<file path="config.mk">
export PLATFORM = sky130hd
export DESIGN_NAME = sync_length_frame_deframer
export DESIGN_NICKNAME = d
export VERILOG_FILES = /design/src/rtl/core/slfd_pkg.sv /design/src/rtl/core/sync_length_frame_deframer.sv
export SDC_FILE = /design/constraint.sdc
export NUM_CORES = 1
export LEC_CHECK = 0
export BUFFER_PORTS_ARGS = -buffer_cell sky130_fd_sc_hd__buf_2
export CORE_MARGIN = 1.5
export CORE_UTILIZATION = 31
export CTS_CLUSTER_SIZE = 28
export DETAILED_ROUTE_END_ITERATION = 16
export GPL_TIMING_DRIVEN = 1
export PLACE_DENSITY = 0.56
export SYNTH_ARGS = -nofsm -noshare
export SYNTH_HDL_FRONTEND = slang
export SYNTH_SLANG_ARGS = --single-unit
</file>
<file path="constraint.sdc">
create_clock -name clk_i -period 8.3 [get_ports clk_i]
set_input_delay 0.83 -clock clk_i [delete_from_list [all_inputs] [get_ports clk_i]]
set_output_delay 0.83 -clock clk_i [all_outputs]
set_load 0.02 [all_outputs]
</file>
<file path="src/rtl/core/slfd_pkg.sv">
// Shared types and constants for the sync and length framed deframer.
package slfd_pkg;

  localparam logic [7:0] SYNC_B0 = 8'h0F;
  localparam logic [7:0] SYNC_B1 = 8'hF0;
  localparam logic [7:0] SYNC_B2 = 8'h00;
  localparam logic [7:0] SYNC_B3 = 8'hFF;
  localparam logic [7:0] TAIL_B0 = 8'h0D;
  localparam logic [7:0] TAIL_B1 = 8'h0A;

  typedef enum logic [1:0] {
    KIND_PAYLOAD = 2'd0,
    KIND_END_OK  = 2'd1,
    KIND_END_BAD = 2'd2
  } kind_e;

  // One-hot parser phases.
  typedef enum logic [9:0] {
    PH_HUNT0   = 10'b00_0000_0001,
    PH_HUNT1   = 10'b00_0000_0010,
    PH_HUNT2   = 10'b00_0000_0100,
    PH_HUNT3   = 10'b00_0000_1000,
    PH_LEN_HI  = 10'b00_0001_0000,
    PH_LEN_LO  = 10'b00_0010_0000,
    PH_TYPE    = 10'b00_0100_0000,
    PH_PAYLOAD = 10'b00_1000_0000,
    PH_TAIL0   = 10'b01_0000_0000,
    PH_TAIL1   = 10'b10_0000_0000
  } phase_e;

  typedef struct packed {
    kind_e       kind;
    logic [7:0]  byte_value;
    logic        is_last_byte;
    logic [7:0]  frame_type;
    logic [15:0] frame_length;
    logic [7:0]  first_payload;
  } result_t;

endpackage

</file>
<file path="src/rtl/core/sync_length_frame_deframer.sv">
// Byte-serial deframer for sync-word, length-prefixed frames with a fixed tail.
//
// The block takes one received byte per input word and hunts for the sync word
// 0F F0 00 FF. After sync it reads a big-endian 16-bit payload length, one type
// byte, that many payload bytes and a two-byte tail that should be 0D 0A. Every
// payload byte leaves as a result word of kind 0 with a last flag on the final
// one. After the second tail byte one frame-end word reports the type, the
// length, the first payload byte (or the first tail byte for an empty payload)
// and the tail check: kind 1 for a good tail, kind 2 for a bad one. Either way
// the parser returns to hunting with the next byte. A byte that breaks a
// partial sync match restarts the hunt, counting as one matched byte if it is
// 0F. The parser state updates at the edge that accepts the byte, and its
// result, if any, lands at that same edge in the output register, or in the
// skid register behind it when the output register is full and stalled, so a
// byte can be accepted on every cycle while the skid register is empty. The skid
// register holds one extra result, so the input only stalls once both are full
// while the output side is stalled; in_stall_o is a plain register output.
module sync_length_frame_deframer (
  input  logic        clk_i,
  input  logic        rst_ni,
  input  logic        in_valid_i,
  output logic        in_stall_o,
  input  logic [7:0]  rx_byte_i,
  output logic        out_valid_o,
  input  logic        out_stall_i,
  output logic [1:0]  result_kind_o,
  output logic [7:0]  byte_value_o,
  output logic        is_last_byte_o,
  output logic [7:0]  frame_type_o,
  output logic [15:0] frame_length_o,
  output logic [7:0]  first_payload_o
);
  import slfd_pkg::*;

  // Parser state.
  phase_e      phase_q, phase_d;
  logic [15:0] length_q, length_d;
  logic [15:0] remaining_q, remaining_d;
  logic [7:0]  type_q, type_d;
  logic [7:0]  first_q, first_d;
  logic        tail_ok_q, tail_ok_d;

  // Output register and skid register.
  result_t out_q, skid_q, res;
  logic    out_valid_q, skid_valid_q;
  logic    res_valid;
  logic    accept, take;

  assign accept = in_valid_i && !skid_valid_q;
  assign take   = out_valid_q && !out_stall_i;

  // Next state and result for the byte at the input.
  always_comb begin
    phase_d     = phase_q;
    length_d    = length_q;
    remaining_d = remaining_q;
    type_d      = type_q;
    first_d     = first_q;
    tail_ok_d   = tail_ok_q;
    res         = '0;
    res_valid   = 1'b0;
    case (phase_q)
      PH_HUNT0: begin
        phase_d = (rx_byte_i == SYNC_B0) ? PH_HUNT1 : PH_HUNT0;
      end
      PH_HUNT1: begin
        if (rx_byte_i == SYNC_B1) begin
          phase_d = PH_HUNT2;
        end else begin
          phase_d = (rx_byte_i == SYNC_B0) ? PH_HUNT1 : PH_HUNT0;
        end
      end
      PH_HUNT2: begin
        if (rx_byte_i == SYNC_B2) begin
          phase_d = PH_HUNT3;
        end else begin
          phase_d = (rx_byte_i == SYNC_B0) ? PH_HUNT1 : PH_HUNT0;
        end
      end
      PH_HUNT3: begin
        if (rx_byte_i == SYNC_B3) begin
          phase_d = PH_LEN_HI;
        end else begin
          phase_d = (rx_byte_i == SYNC_B0) ? PH_HUNT1 : PH_HUNT0;
        end
      end
      PH_LEN_HI: begin
        length_d = {rx_byte_i, 8'h00};
        phase_d  = PH_LEN_LO;
      end
      PH_LEN_LO: begin
        length_d    = {length_q[15:8], rx_byte_i};
        remaining_d = {length_q[15:8], rx_byte_i};
        phase_d     = PH_TYPE;
      end
      PH_TYPE: begin
        type_d  = rx_byte_i;
        phase_d = (remaining_q != 16'd0) ? PH_PAYLOAD : PH_TAIL0;
      end
      PH_PAYLOAD: begin
        if (remaining_q == length_q) begin
          first_d = rx_byte_i;
        end
        res.kind         = KIND_PAYLOAD;
        res.byte_value   = rx_byte_i;
        res.is_last_byte = (remaining_q == 16'd1);
        res_valid        = 1'b1;
        remaining_d      = remaining_q - 16'd1;
        if (remaining_q == 16'd1) begin
          phase_d = PH_TAIL0;
        end
      end
      PH_TAIL0: begin
        if (length_q == 16'd0) begin
          first_d = rx_byte_i;
        end
        tail_ok_d = (rx_byte_i == TAIL_B0);
        phase_d   = PH_TAIL1;
      end
      PH_TAIL1: begin
        res.kind          = (tail_ok_q && rx_byte_i == TAIL_B1) ? KIND_END_OK : KIND_END_BAD;
        res.frame_type    = type_q;
        res.frame_length  = length_q;
        res.first_payload = first_q;
        res_valid         = 1'b1;
        tail_ok_d         = 1'b0;
        phase_d           = PH_HUNT0;
      end
      default: begin
        phase_d = (rx_byte_i == SYNC_B0) ? PH_HUNT1 : PH_HUNT0;
      end
    endcase
  end

  always_ff @(posedge clk_i or negedge rst_ni) begin
    if (!rst_ni) begin
      phase_q     <= PH_HUNT0;
      length_q    <= '0;
      remaining_q <= '0;
      type_q      <= '0;
      first_q     <= '0;
      tail_ok_q   <= 1'b0;
    end else if (accept) begin
      phase_q     <= phase_d;
      length_q    <= length_d;
      remaining_q <= remaining_d;
      type_q      <= type_d;
      first_q     <= first_d;
      tail_ok_q   <= tail_ok_d;
    end
  end

  // The skid register is only loaded while the output register is full and
  // stalled; the input stalls while it holds a word, so order is kept.
  always_ff @(posedge clk_i or negedge rst_ni) begin
    if (!rst_ni) begin
      out_valid_q  <= 1'b0;
      skid_valid_q <= 1'b0;
    end else begin
      if (!out_valid_q || take) begin
        if (skid_valid_q) begin
          out_valid_q  <= 1'b1;
          skid_valid_q <= 1'b0;
        end else begin
          out_valid_q <= accept && res_valid;
        end
      end else if (accept && res_valid) begin
        skid_valid_q <= 1'b1;
      end
    end
  end

  always_ff @(posedge clk_i) begin
    if (!out_valid_q || take) begin
      if (skid_valid_q) begin
        out_q <= skid_q;
      end else if (accept && res_valid) begin
        out_q <= res;
      end
    end else if (accept && res_valid) begin
      skid_q <= res;
    end
  end

  assign in_stall_o      = skid_valid_q;
  assign out_valid_o     = out_valid_q;
  assign result_kind_o   = out_q.kind;
  assign byte_value_o    = out_q.byte_value;
  assign is_last_byte_o  = out_q.is_last_byte;
  assign frame_type_o    = out_q.frame_type;
  assign frame_length_o  = out_q.frame_length;
  assign first_payload_o = out_q.first_payload;

endmodule
</file>
==> Word-level counts from Yosys, hierarchy flattened <==
Index checks and enable logic that the tools add are counted.
{ "op_classes": {"add_sub_neg": 1, "n_eq_ne": 19, "n_bitwise": 2, "reduce_logical": 27, "muxes": 23} }
{ "op_table": {"columns": ["op", "count"], "rows": [
  ["$pmux W10 S9", 1],
  ["$mux W43", 2],
  ["$pmux W16 S2", 2],
  ["$mux W32", 1],
  ["$eq A8 B4 Y1 const B", 3],
  ["$mux W9", 2],
  ["$eq A16 B1 Y1 const B", 1],
  ["$eq A16 B16 Y1", 1],
  ["$eq A8 B8 Y1 const B", 2],
  ["$logic_not A16 Y1", 1],
  ["$mux W8", 2],
  ["$pmux W8 S2", 1],
  ["$reduce_bool A16 Y1", 1],
  ["$sub A16 B1 Y16 const B", 1],
  ["$reduce_and A2 Y1", 7],
  ["$reduce_bool A2 Y1", 6],
  ["$eq A10 B10 Y1 const B", 1],
  ["$eq A10 B2 Y1 const B", 1],
  ["$eq A10 B3 Y1 const B", 1],
  ["$eq A10 B4 Y1 const B", 1],
  ["$eq A10 B5 Y1 const B", 1],
  ["$eq A10 B6 Y1 const B", 1],
  ["$eq A10 B7 Y1 const B", 1],
  ["$eq A10 B8 Y1 const B", 1],
  ["17 further kinds", 30]
]} }
{ "totals": {"wordCells": 93, "ff_bits": 147, "in_bits": 12} }

==> Logic depth before layout (Yosys ltp) <==
{ "depth": {"word_depth": 6, "ltp_mapped": 8} }

==> Worst setup path before layout <==
OpenSTA, ideal clock, no wires.
{ "synth_timing": {"path_type": "register to register", "from": "reg phase_q[2]", "to": "reg skid_q[0] in the netlist's numbering, enable pin", "arrival_time_ns": 4.702, "stages_incl_launch_ff": 7, "setup_time_ns": 0.508, "t_required_ns": 7.792, "slack_ns": 3.090, "path_cell_list": "dfrtp_1 -> buf_2 -> nor4_4 -> buf_4 -> nand3_1 -> clkbuf_1 -> a211oi_1"} }
{ "synth_between": {"elab_chain_len": 5, "word_cells_on_any_way": 6} }
{ "synth_rtl": {"columns": ["item", "line_no", "text"], "rows": [
  ["start, declared", "sync_length_frame_deframer.sv:36", "phase_e phase_q, phase_d;"],
  ["start signal, assigned", "sync_length_frame_deframer.sv:144", "phase_q <= phase_d;"],
  ["$eq A10 B10 Y1 / $eq A10 B8 Y1 (equally long branches)", "sync_length_frame_deframer.sv:62", "case (phase_q)"],
  ["$reduce_or A2 Y1 (no line) *", null, null],
  ["$mux W1 *", "sync_length_frame_deframer.sv:62", null],
  ["$logic_and A1 B1 Y1 *", "sync_length_frame_deframer.sv:180", "end else if (accept && res_valid) begin"],
  ["$reduce_and A2 Y1 (no line) *", null, null],
  ["end signal, assigned", "sync_length_frame_deframer.sv:181", "skid_q <= res;"],
  ["end, declared", "sync_length_frame_deframer.sv:44", "result_t out_q, skid_q, res;"]
]} }
Mark *: on every way between the ends. The rest lies on a longest branch, timed or not.
A chain may end at the register's enable or synchronous reset.

==> Worst setup path in the final report <==
{ "layout_timing": {"from": "reg phase_q[2]", "to": "reg out_q, in the netlist frame_length_o[0], enable pin"} }
{ "layout_between": {"elab_chain_len": 6, "word_cells_on_any_way": 7} }
{ "layout_rtl": {"columns": ["item", "line_no", "text"], "rows": [
  ["$eq A10 B10 Y1 / $eq A10 B8 Y1 (equally long branches)", "sync_length_frame_deframer.sv:62", null],
  ["$reduce_or A2 Y1 (no line) *", null, null],
  ["$mux W1 *", "sync_length_frame_deframer.sv:62", null],
  ["$logic_and A1 B1 Y1 *", "sync_length_frame_deframer.sv:177", "end else if (accept && res_valid) begin"],
  ["$reduce_bool A2 Y1 (no line) *", null, null],
  ["$reduce_and A2 Y1 (no line) *", null, null],
  ["end signal, assigned", "sync_length_frame_deframer.sv:176", "out_q <= skid_q;"],
  ["end signal, assigned", "sync_length_frame_deframer.sv:178", "out_q <= res;"],
  ["end, declared", "sync_length_frame_deframer.sv:44", null]
]} }
Marks and branches as above.

==> impl_metrics.tcl <==
set metrics [dict create \
    period_share_pct 38.6 \
    post_synth.cell_area_avg_sq_um 13.0 \
    p_sw_mw 0.406 \
    clockBufferDepth 2 \
    setup-tns-final_ns 0 \
    wl_per_cell_microns 17.3 \
    status "finished clean" \
    grt.overflow.total 0 \
    cts_tree "yes" \
    grt_setup_unrepaired "false" \
    max_freq_mhz 312 \
    cts_hold_buffers 0 \
    hp-start "first_q[4]" \
    dieHeight_microns 152 \
    intPower_mw 1.32 \
    min_period_ns 3.20 \
    p_leak_nw 3.12 \
    fin_nets 595 \
    dp.cells 842 \
    cp.arrival_ns 3.26 \
    antenna_left 0 \
    drc 0 \
    instances_no_fill 874 \
    startpoint_type "flip-flop" \
    route.met3.wl_microns 760 \
    io_pins 57 \
    yosysWarningCount 0 \
    clock_skew_ns 0.00965 \
    slowest_delay_ns 0.67 \
    finalHoldViolCount 0 \
    setup_violations 0 \
    die_area_sq_um 23200 \
    worstMarginPinSlew_ns 1.08 \
    die_w_microns 152 \
    slowest_stage "nor4_4" \
    ys.flop_type "edfxtp_1" \
    hold_path_end "first_q[4]" \
    final_common_cell "edfxtp_1" \
    p_seq_share_pct 48.2 \
    htreeDepth 4 \
    grt_pass1_wl_mm 24.4 \
    met2_length_mm 7.65 \
    rrSetupSlack_ns 5.10 \
    via_count 4394 \
    syn_nets 547 \
    synthArstFlopShare_pct 41.5 \
    swShare_pct 23.5 \
    ys_ff_latch 147 \
    post_cts_resized 0 \
    dpl.hpwl_mm 9.99 \
    place_congestion 0.864 \
    drt-initial-drc-count 237 \
    via_per_inst 5.03 \
    regToRegEndpoint "frame_length_o[0]" \
    maxCapViolCount 0 \
    combinationalPowerShare_pct 7.4 \
    finalWirelength_mm 15.1 \
    rows 54 \
    syn_to_final_growth_pct 16.5 \
    synth_seq_area_share_pct 59.5 \
    initial_core_util_pct 31.7 \
    p_clk_share_pct 44.4 \
    pwr_density_cell_nw_per_um2 214 \
    wl_met1_mm 6.39 \
    core-area_sq_um 21800 \
    clock_latency_ns 0.43 \
    layout-drive-gt1-share_pct 27.6 \
    grtUsageTotal_pct 13.5 \
    highest_layer "met4" \
    cp.required_ns 8.36 \
    cp_max_fo 43 \
    numCtsBuffers 17 \
    postCtsSetupBuffers 0 \
    io_buffers 56 \
    clock_tree.root_cell "clkbuf_16" \
    end_kind "flip-flop" \
    grt_pass1_vias 4504 \
    whs_path_depth 1 \
    clock_sinks 147 \
    reg2reg_from "phase_q[2]" \
    most-common-layout-cells "edfxtp_1 (86), dfrtp_1 (59), buf_2 (56)" \
    relSlewSlack_pct 27.8 \
    firstDrtPassIters 5 \
    ir_drop_uv 119 \
    fin_total_pwr_mw 1.73 \
    path_cells "nor4_4 > nand3_1 > nand2_1 > a21oi_1 > a21oi_4 > buf_4" \
    n_antenna_cell 0 \
    grt_max_degree 62 \
    fill_cells 2099 \
    antenna_found_initial 0 \
    reg2reg_depth 6 \
    synth_cells 533 \
    ys_types 64 \
    synth_edf_count 86 \
    critPathKind "flip-flop to flip-flop" \
    synth_area_sq_um 6910 \
    clkTransAtPathRegs_ns 0.06 \
    hold_path_class "flip-flop to flip-flop" \
    drv_slew 0 \
]
[cell families after synthesis]
kind of cell,share of synthesized area [%]
AO/OA/AOI/OAI,8.20
XOR/XNOR,2.15
flip-flops,59.5
buffers and inverters,2.37
AND/OR/NAND/NOR,14.8
multiplexers,12.7
adder cells (fa/ha/maj),0.362
[metal layers]
layer | track usage (%) | up-vias
li1 | - | 2091
met1 | 15.7 | 2169
met2 | 23.3 | 112
met3 | 3.78 | 22
met4 | 5.59 | 0
met5 | 0 | -
[cell type report]
| class | count | area [sq um] | area share [%] |
|---|---|---|---|
| inverters | 7 | 26.3 | 0.326 |
| repair buffers | 60 | 310 | 3.85 |
| flip-flops and latches | 147 | 4110 | 51.1 |
| multi-input cells | 348 | 2660 | 33.1 |
| well taps | 280 | 350 | 4.35 |
| clock buffers | 19 | 433 | 5.38 |
| clock inverters | 13 | 159 | 1.97 |
[Yosys cell counts (6+ instances only)]
cell / count / area, sq um
clkbuf_1: 21 / 78.8
nor3_1: 11 / 55.1
edfxtp_1: 86 / 2580
nor4_1: 7 / 43.8
nand4_1: 10 / 62.6
nor2b_1: 6 / 37.5
a21oi_1: 21 / 105
inv_1: 7 / 26.3
xnor2_1: 16 / 140
mux2i_1: 7 / 70.1
nand3_1: 11 / 55.1
nand2_1: 19 / 71.3
mux2_4: 8 / 120
mux2_1: 14 / 158
dfrtp_1: 60 / 1500
mux2_2: 47 / 529
buf_2: 8 / 40.0
a22o_1: 8 / 70.1
nor2_1: 29 / 109
and2_1: 42 / 263
o21ai_0: 18 / 90.1
[per-stage QoR]
| step | cell area (sq um) | setup slack [ns] | hold slack, ns | utilization (%) |
|---|---|---|---|---|
| global route | 8050 | 4.77 | 0.505 | 36.9 |
| CTS | 8050 | 5.11 | 0.488 | 36.9 |
| finish | 8050 | 5.10 | 0.479 | 36.9 |
| global placement | 7460 | 5.21 | 0.468 | 34.2 |
| floorplan | 6910 | 3.09 | 0.455 | - |
| detailed placement | 7460 | 5.13 | 0.475 | 34.2 |
[worst max-delay path, delay by kind of cell (launching register included)]
family	cells	cell delay, ns
AOI/OAI and AO/OA	2	0.32
DFF	1	0.48
buffers and inverters	1	0.48
and+or+nand+nor	3	1.52
[flip-flops by register name, indices dropped and copies added (netlist names)]
name and flops:
remaining_q 16, skid_q 43, byte_value_o 8, frame_type_o 8, first_payload_o 8, phase_q 10, frame_length_o 16, length_q 16
in_stall_o 1, is_last_byte_o 1, tail_ok_q 1, result_kind_o 2, first_q 8, type_q 8, out_valid_o 1
[power by group through the flow]
stage / registers (mW) / clock network [mW] / logic (mW)
finish: 0.832 / 0.767 / 0.128
CTS: 0.831 / 0.779 / 0.128
floorplan: 0.830 / 0 / 0.0992
detailed placement: 0.845 / 0 / 0.127
global route: 0.836 / 0.814 / 0.143
global placement: 0.845 / 0 / 0.126
[worst max path at each step]
stage	to	slack, ns	depth (start not counted)	startpoint
3_5_place_dp	frame_length_o[3]	5.13	6	phase_q[2]
2_1_floorplan	skid_q[0]	3.09	6	phase_q[2]
5_1_grt	frame_length_o[3]	4.77	6	phase_q[2]
3_3_place_gp	frame_length_o[10]	5.21	6	phase_q[2]
6_report	frame_length_o[0]	5.10	6	phase_q[2]
4_1_cts	frame_length_o[3]	5.11	6	phase_q[2]
Note: power is estimated with default switching activity, not from simulation.
